--- config.mk ---
export PLATFORM = sky130hd
export DESIGN_NAME = rtc_datetime_check_and_pack
export DESIGN_NICKNAME = d
export VERILOG_FILES = /design/src/hw/rtl/rdtc_pkg.sv /design/src/hw/rtl/rdtc_check.sv /design/src/hw/rtl/rtc_datetime_check_and_pack.sv
export SDC_FILE = /design/constraint.sdc
export NUM_CORES = 1
export LEC_CHECK = 0
export ABC_AREA = 1
export BUFFER_PORTS_ARGS = -buffer_cell sky130_fd_sc_hd__buf_4
export CAP_MARGIN = 20
export CORE_ASPECT_RATIO = 1.25
export CORE_MARGIN = 5
export CORE_UTILIZATION = 39
export CTS_CLUSTER_DIAMETER = 30
export CTS_CLUSTER_SIZE = 10
export DETAILED_ROUTE_END_ITERATION = 10
export GPL_TIMING_DRIVEN = 0
export SLEW_MARGIN = 10
export SYNTH_ARGS = -nofsm -noshare
export SYNTH_HDL_FRONTEND = slang
export SYNTH_HIERARCHICAL = 1
export SYNTH_SLANG_ARGS = --single-unit
--- constraint.sdc ---
create_clock -name clock -period 13 [get_ports clock]
set_clock_uncertainty 0.1 [all_clocks]
set_input_delay 1.95 -clock clock [delete_from_list [all_inputs] [get_ports clock]]
set_output_delay 1.95 -clock clock [all_outputs]
set_load 0.005 [all_outputs]
--- src/hw/rtl/rdtc_pkg.sv ---
// ----------------------------------------------------------------------------
// rdtc_pkg - shared types, codes and helpers for the RTC date-time checker
// Payload structs, status and register codes, BCD and calendar helpers.
// ----------------------------------------------------------------------------
package rdtc_pkg;

   localparam int CSR_INDEX_WIDTH = 1;

   localparam logic [CSR_INDEX_WIDTH-1:0] CSR_ACCESS_ENABLE      = 1'd0;
   localparam logic [CSR_INDEX_WIDTH-1:0] CSR_BCD_PATH_SUPPORTED = 1'd1;

   localparam logic [1:0] STATUS_OK              = 2'd0;
   localparam logic [1:0] STATUS_ACCESS_DISABLED = 2'd1;
   localparam logic [1:0] STATUS_INVALID         = 2'd2;
   localparam logic [1:0] STATUS_BCD_UNSUPPORTED = 2'd3;

   localparam logic OP_BINARY = 1'b0;
   localparam logic OP_BCD    = 1'b1;

   localparam logic [15:0] YEAR_MIN      = 16'd2000;
   localparam logic [15:0] YEAR_MAX      = 16'd2099;
   localparam logic [7:0]  YEAR_BCD_HIGH = 8'h20;
   localparam logic [7:0]  MONTH_MAX     = 8'd12;
   localparam logic [7:0]  HOUR_MAX      = 8'd23;
   localparam logic [7:0]  MINUTE_MAX    = 8'd59;
   localparam logic [7:0]  SECOND_MAX    = 8'd59;
   localparam logic [7:0]  CSEC_MAX      = 8'd99;
   localparam logic [4:0]  FEB_LEAP_DAYS = 5'd29;

   typedef struct packed {
      logic        operation;
      logic [15:0] year;
      logic [7:0]  month;
      logic [7:0]  day;
      logic [7:0]  hour;
      logic [7:0]  minute;
      logic [7:0]  second;
      logic [7:0]  centisecond;
   } req_type;

   typedef struct packed {
      logic [1:0]  status;
      logic [31:0] rtc_time_word;
      logic [31:0] rtc_date_word;
   } rsp_type;

   function automatic logic bcd_ok(input logic [7:0] v);
      return (v[7:4] <= 4'd9) && (v[3:0] <= 4'd9);
   endfunction

   // hi * 10 + lo; stays within 8 bits even for bad digits
   function automatic logic [7:0] bcd_to_bin(input logic [7:0] v);
      logic [7:0] hi;
      hi = {4'd0, v[7:4]};
      return (hi << 3) + (hi << 1) + {4'd0, v[3:0]};
   endfunction

   // valid for v below 100; tens via reciprocal 205 / 2048
   function automatic logic [7:0] bin_to_bcd(input logic [6:0] v);
      logic [14:0] prod;
      logic [3:0]  tens;
      logic [6:0]  ones;
      prod = {8'd0, v} * 15'd205;
      tens = prod[14:11];
      ones = v - 7'({3'd0, tens} * 7'd10);
      return {tens, ones[3:0]};
   endfunction

   function automatic logic [4:0] month_days(input logic [3:0] month);
      logic [4:0] d;
      case (month)
         4'd1:    d = 5'd31;
         4'd2:    d = 5'd28;
         4'd3:    d = 5'd31;
         4'd4:    d = 5'd30;
         4'd5:    d = 5'd31;
         4'd6:    d = 5'd30;
         4'd7:    d = 5'd31;
         4'd8:    d = 5'd31;
         4'd9:    d = 5'd30;
         4'd10:   d = 5'd31;
         4'd11:   d = 5'd30;
         4'd12:   d = 5'd31;
         default: d = 5'd0;
      endcase
      return d;
   endfunction

endpackage

--- src/hw/rtl/rdtc_check.sv ---
// ----------------------------------------------------------------------------
// rdtc_check - date-time range check and BCD pack
// Combinational: decodes BCD fields, checks calendar and clock ranges,
// forms status and the two RTC words.
// ----------------------------------------------------------------------------
module rdtc_check (
   input  rdtc_pkg::req_type req,
   input  logic              access_enable,
   input  logic              bcd_path_supported,
   output rdtc_pkg::rsp_type rsp
);

   logic       is_bcd;
   logic       digits_ok;
   logic       year_ok;
   logic [6:0] yy;
   logic [7:0] mon_v, day_v, hr_v, mn_v, sc_v, cs_v;
   logic [4:0] dim;
   logic       leap;
   logic       fields_ok;

   always_comb begin
      is_bcd = (req.operation == rdtc_pkg::OP_BCD);

      digits_ok = rdtc_pkg::bcd_ok(req.year[15:8]) && rdtc_pkg::bcd_ok(req.year[7:0]) &&
                  rdtc_pkg::bcd_ok(req.month) && rdtc_pkg::bcd_ok(req.day) &&
                  rdtc_pkg::bcd_ok(req.hour) && rdtc_pkg::bcd_ok(req.minute) &&
                  rdtc_pkg::bcd_ok(req.second) && rdtc_pkg::bcd_ok(req.centisecond);

      // year reduced to its offset from 2000 on both paths
      if (is_bcd) begin
         year_ok = (req.year[15:8] == rdtc_pkg::YEAR_BCD_HIGH);
         yy      = 7'(rdtc_pkg::bcd_to_bin(req.year[7:0]));
         mon_v   = rdtc_pkg::bcd_to_bin(req.month);
         day_v   = rdtc_pkg::bcd_to_bin(req.day);
         hr_v    = rdtc_pkg::bcd_to_bin(req.hour);
         mn_v    = rdtc_pkg::bcd_to_bin(req.minute);
         sc_v    = rdtc_pkg::bcd_to_bin(req.second);
         cs_v    = rdtc_pkg::bcd_to_bin(req.centisecond);
      end else begin
         year_ok = (req.year >= rdtc_pkg::YEAR_MIN) && (req.year <= rdtc_pkg::YEAR_MAX);
         yy      = 7'(req.year - rdtc_pkg::YEAR_MIN);
         mon_v   = req.month;
         day_v   = req.day;
         hr_v    = req.hour;
         mn_v    = req.minute;
         sc_v    = req.second;
         cs_v    = req.centisecond;
      end

      // 2000 is a leap year, so within 2000-2099 only the offset mod 4 matters
      leap = (yy[1:0] == 2'd0);
      dim  = rdtc_pkg::month_days(mon_v[3:0]);
      if (mon_v == 8'd2 && leap) begin
         dim = rdtc_pkg::FEB_LEAP_DAYS;
      end

      fields_ok = (!is_bcd || digits_ok) && year_ok &&
                  (mon_v != 8'd0) && (mon_v <= rdtc_pkg::MONTH_MAX) &&
                  (day_v != 8'd0) && (day_v <= {3'd0, dim}) &&
                  (hr_v <= rdtc_pkg::HOUR_MAX) && (mn_v <= rdtc_pkg::MINUTE_MAX) &&
                  (sc_v <= rdtc_pkg::SECOND_MAX) && (cs_v <= rdtc_pkg::CSEC_MAX);

      rsp = '0;
      if (!access_enable) begin
         rsp.status = rdtc_pkg::STATUS_ACCESS_DISABLED;
      end else if (!fields_ok) begin
         rsp.status = rdtc_pkg::STATUS_INVALID;
      end else if (is_bcd && !bcd_path_supported) begin
         rsp.status = rdtc_pkg::STATUS_BCD_UNSUPPORTED;
      end else begin
         rsp.status        = rdtc_pkg::STATUS_OK;
         rsp.rtc_time_word = {rdtc_pkg::bin_to_bcd(hr_v[6:0]),
                              rdtc_pkg::bin_to_bcd(mn_v[6:0]),
                              rdtc_pkg::bin_to_bcd(sc_v[6:0]),
                              rdtc_pkg::bin_to_bcd(cs_v[6:0])};
         rsp.rtc_date_word = {rdtc_pkg::YEAR_BCD_HIGH,
                              rdtc_pkg::bin_to_bcd(yy),
                              rdtc_pkg::bin_to_bcd(mon_v[6:0]),
                              rdtc_pkg::bin_to_bcd(day_v[6:0])};
      end
   end

endmodule

--- src/hw/rtl/rtc_datetime_check_and_pack.sv ---
// ----------------------------------------------------------------------------
// rtc_datetime_check_and_pack - RTC date-time validation and BCD packing
// Input register, check/pack logic, result register.
// ----------------------------------------------------------------------------
// Usage:
//   req_* : one date-time item per transfer (req_valid/req_ready, req_data),
//           fields binary or packed BCD as chosen by req_data.operation.
//   rsp_* : one result per item (rsp_valid/rsp_ready, rsp_data): status and
//           the two BCD RTC words, zero unless status is ok.
//   csr_* : register writes (csr_index, csr_wdata); csr_ready is always high.
//           Write only while no item is in flight.
// Path: an accepted item is held in the input register, then its result in
// the result register, which drives rsp_valid and rsp_data. Throughput: one
// item per cycle while rsp_ready is high, set by the single check stage
// between the two registers.
// Stall: while rsp_ready is low the result register holds; one more item
// waits in the input register, after which req_ready drops. Items are never
// dropped or reordered.
// Reset: both pipeline stages empty, access_enable and bcd_path_supported 1.
// ----------------------------------------------------------------------------
module rtc_datetime_check_and_pack (
   input  logic                                   clock,
   input  logic                                   reset,
   input  logic                                   req_valid,
   output logic                                   req_ready,
   input  rdtc_pkg::req_type                      req_data,
   output logic                                   rsp_valid,
   input  logic                                   rsp_ready,
   output rdtc_pkg::rsp_type                      rsp_data,
   input  logic                                   csr_valid,
   output logic                                   csr_ready,
   input  logic [rdtc_pkg::CSR_INDEX_WIDTH-1:0]   csr_index,
   input  logic                                   csr_wdata
);

   logic              s1_valid_ff, s1_valid_in;
   rdtc_pkg::req_type s1_data_ff;
   logic              rsp_valid_ff, rsp_valid_in;
   rdtc_pkg::rsp_type rsp_data_ff;
   rdtc_pkg::rsp_type chk_rsp;
   logic              access_enable_ff;
   logic              bcd_supported_ff;
   logic              s2_take;
   logic              s1_advance;
   logic              req_xfer;

   assign s2_take    = !rsp_valid_ff || rsp_ready;
   assign s1_advance = s1_valid_ff && s2_take;
   assign req_ready  = !s1_valid_ff || s2_take;
   assign req_xfer   = req_valid && req_ready;
   assign csr_ready  = 1'b1;

   assign s1_valid_in  = req_xfer || (s1_valid_ff && !s2_take);
   assign rsp_valid_in = s1_advance || (rsp_valid_ff && !rsp_ready);

   rdtc_check u_check (
      .req                (s1_data_ff),
      .access_enable      (access_enable_ff),
      .bcd_path_supported (bcd_supported_ff),
      .rsp                (chk_rsp)
   );

   always_ff @(posedge clock) begin
      if (reset) begin
         s1_valid_ff      <= 1'b0;
         rsp_valid_ff     <= 1'b0;
         access_enable_ff <= 1'b1;
         bcd_supported_ff <= 1'b1;
      end else begin
         s1_valid_ff  <= s1_valid_in;
         rsp_valid_ff <= rsp_valid_in;
         if (csr_valid && csr_ready) begin
            case (csr_index)
               rdtc_pkg::CSR_ACCESS_ENABLE:      access_enable_ff <= csr_wdata;
               rdtc_pkg::CSR_BCD_PATH_SUPPORTED: bcd_supported_ff <= csr_wdata;
               default: ;
            endcase
         end
      end
   end

   always_ff @(posedge clock) begin
      if (req_xfer) begin
         s1_data_ff <= req_data;
      end
      if (s1_advance) begin
         rsp_data_ff <= chk_rsp;
      end
   end

   assign rsp_valid = rsp_valid_ff;
   assign rsp_data  = rsp_data_ff;

   a_refusal_zero_words: assert property (@(posedge clock) disable iff (reset)
      (rsp_valid && rsp_data.status != rdtc_pkg::STATUS_OK) |->
      (rsp_data.rtc_time_word == 32'd0 && rsp_data.rtc_date_word == 32'd0))
      else $error("refused result carries nonzero RTC words");

   a_ok_century: assert property (@(posedge clock) disable iff (reset)
      (rsp_valid && rsp_data.status == rdtc_pkg::STATUS_OK) |->
      (rsp_data.rtc_date_word[31:24] == rdtc_pkg::YEAR_BCD_HIGH))
      else $error("accepted date outside 20xx");

   a_accept_fills_s1: assert property (@(posedge clock) disable iff (reset)
      req_xfer |=> s1_valid_ff)
      else $error("accepted item lost before check stage");

   a_csr_reset: assert property (@(posedge clock) disable iff (reset)
      $past(reset) |-> (access_enable_ff && bcd_supported_ff))
      else $error("config registers not at reset value");

endmodule

==> key figures <==
Clock tree
  • CTS tree: done
  • Hold buffer count at CTS: 0
  • Resize count post-CTS: 0
  • Clk slew on worst S/H paths: 0.06 ns
  • CTS Buf Count: 17
  • Clk Latency, worst-skew pair: 0.46 ns
  • H-tree levels: 4
  • Clk buf depth: 2
  • Root Buffer: clkbuf_16
  • CTS Sinks: 135
  • Setup Fix Bufs, Post-CTS: 0

Placement
  • RePlAce Congestion: 0.888
  • Placed Area: 16,100 µm²
  • I/O Buffers: 139
  • Hpwl dp: 28.6 mm

Pwr
  • Lkg Pwr: 9.01 nW
  • Total power: 3.05 mW
  • Switching share of total power: 47.4%
  • Reg power frac: 16.9%
  • Gate power share: 65.9%
  • Clock power share: 17.2%
  • Cell-internal power: 1.61 mW
  • Peak VDD IR: 0.0000791 V
  • Power per cell area: 182 nW/µm²
  • Sw power: 1.45 mW

Synth
  • Synth area leaders: edfxtp_1, ha_1, fa_1
  • Distinct cells, synth: 36
  • Mapped Cells: 1,678
  • Top cell type's share of synthesized area: 27.4%
  • Yosys reg bits: 135
  • Synth Cell Area: 14,400 µm²
  • Commonest cells post-synth: inv_1, nand2_1, ha_1
  • EDFF count, synth: 131
  • Main synth FF type: edfxtp_1
  • Most frequent cell after synthesis: inv_1
  • Register area share after synthesis: 27.9%
  • Ys Warns: 6
  • Dominant cell type by area after synthesis: edfxtp_1
  • Async S/R FF share, synth: 0%
  • Syn avg cell area: 8.56 µm²

Die
  • Horiz. Die Dim: 182 µm
  • Core Region: 36,300 µm²
  • Rows: 78
  • Starting Density: 39.6%
  • Die area: 40,800 µm²
  • Die Ht: 225 µm
  • I/O pins: 141

Run
  • Max-cap violations: 0

Route
  • First-pass DRT Iterations: 8
  • DR vias/cell: 4.79
  • Routed WL per cell: 14.8 µm
  • Final wirelength: 34.5 mm
  • # DRC: 0
  • 1st-iter DRT viols: 651
  • Total number of vias: 11,211
  • Routed Antenna Nets: 0

Timing
  • Final Max Tran Viols: 0
  • Final hold vios: 0
  • Rel. slew slack: 42.1%
  • Period minus WS final: 6.74 ns
  • Final period util: 51.9%
  • Fmax: 0.148 GHz
  • Final setup violation count: 0
  • Worst-Margin Slew: 0.869 ns
  • RSZ-0062 raised after global routing: false
  • Setup tns final: 0 ns
  • Hold slack: 0.406 ns

Layout
  • Final Util: 46.2%
  • Fin nets: 2,292
  • Fill count: 3,576
  • Area grow syn2layout: 16.7%
  • Ratio of cells with drive above 1 in the final layout: 11.5%
  • Register area: 4010 µm²
  • Cell area after layout: 16,800 µm²
  • Ant. Diodes: 0
  • Area of the multi-input gates: 8830 µm²

Setup path
  • Crit end category: flip-flop
  • Crit path kind: flip-flop to flip-flop
  • Crit path max fanout: 3
  • Depth of the most critical reg-to-reg path: 31
  • WP data required: 13.11 ns
  • CP peak stage delay: 0.58 ns
  • Crit path top cell by count: nand2_1
  • CP max-delay cell: fa_1
  • Critical Path AT: 6.85 ns
  • Reg2reg setup slack: 6.26 ns
  • Startpoint Class: flip-flop

Global route
  • Met2 GRT Util: 31.6%
  • GR peak layer: met2
  • Global route overflow: 0
  • Vias in the first global route: 11,545
  • First-pass GRT wire length: 56.5 mm
  • Initial antenna violation count: 0
  • Tot GR Track Use: 17.4%
  • M3 GR Usage: 2.94%
  • Largest net degree at the start of global routing: 51
  • Met1 Track Usage GR: 20.7%

Outcome
  • Status: complete, no violations

Hold path
  • Hold crit path type: flip-flop to flip-flop
  • Worst hold stages: 2
==> through the flow <==
| step | instances | setup slack (ns) |
|---|---|---|
| after floorplan | 1684 | 6.89 |
| after global placement | 2303 | 4.92 |
| after detailed placement | 2307 | 6.31 |
| after CTS | 2339 | 6.27 |
| after global routing | 2339 | 5.77 |
| final | 2339 | 6.26 |
==> critical path, delay by kind of cell (launching register included) <==
kind / cells / cell delay (ns)
AND/OR/NAND/NOR: 10 / 0.81
XOR/XNOR: 2 / 0.28
AO/OA/AOI/OAI: 5 / 1.03
flip-flops: 1 / 0.46
adder cells (fa/ha/maj): 8 / 3.41
buffers and inverters: 6 / 0.40
==> sequential cells by signal, summed over array words and instances, names as in the netlist <==
name and flops:
rsp_data 66, s1_data_ff 65, access_enable_ff 1, bcd_supported_ff 1, rsp_valid 1, s1_valid_ff 1
==> path summary, 6_finish.rpt <==
| check | startpoint | end |
|---|---|---|
| min | s1_valid_ff | s1_valid_ff |
| max | s1_data_ff[3] | rsp_data[35] |
| min reg2reg | s1_valid_ff | s1_valid_ff |
| max reg2reg | s1_data_ff[3] | rsp_data[35] |
==> cell families after synthesis <==
group                      share of synthesized area, %
and+or+nand+nor                                    17.0
buffers and inverters                              10.8
adders and majority gates                          36.6
AOI/OAI and AO/OA                                  6.11
DFF                                                27.9
xor gates and xnor gates                           1.46
other                                            0.0523
==> placed cells by master (no fill, tap or decap), types with 14 or more instances in the layout <==
cell type	n
edfxtp_1	131
buf_2	14
ha_1	297
nor2_1	145
nand4_1	14
clkbuf_16	17
o21ai_0	42
inv_1	371
nand2_1	310
fa_1	77
buf_4	148
a21oi_1	73
nand3_1	86
==> power groups by stage <==
stage / clock network, mW / logic [mW] / registers, mW
floorplan: 0 / 1.57 / 0.520
global placement: 0 / 1.96 / 0.528
detailed placement: 0 / 2.02 / 0.525
CTS: 0.537 / 2.04 / 0.516
global route: 0.559 / 2.41 / 0.518
finish: 0.524 / 2.01 / 0.516
==> layer usage <==
| metal | up-vias | routed length [µm] | part of all wire [%] |
|---|---|---|---|
| met1 | 5197 | 14700 | 43 |
| met5 | - | 0 | 0 |
| met3 | 47 | 1380 | 4.0 |
| li1 | 5736 | - | - |
| met2 | 231 | 17600 | 51 |
| met4 | 0 | 839 | 2.4 |
==> layout make-up <==
class,instances,area share [%]
clock inverter,14,1.11
timing repair buffer,143,6.84
buffer,26,0.888
tap,480,3.58
clock buffer,18,2.56
sequential,135,23.9
inverter,374,8.39
multi-input combinational,1149,52.7
Note: power is estimated with default switching activity, not from simulation.
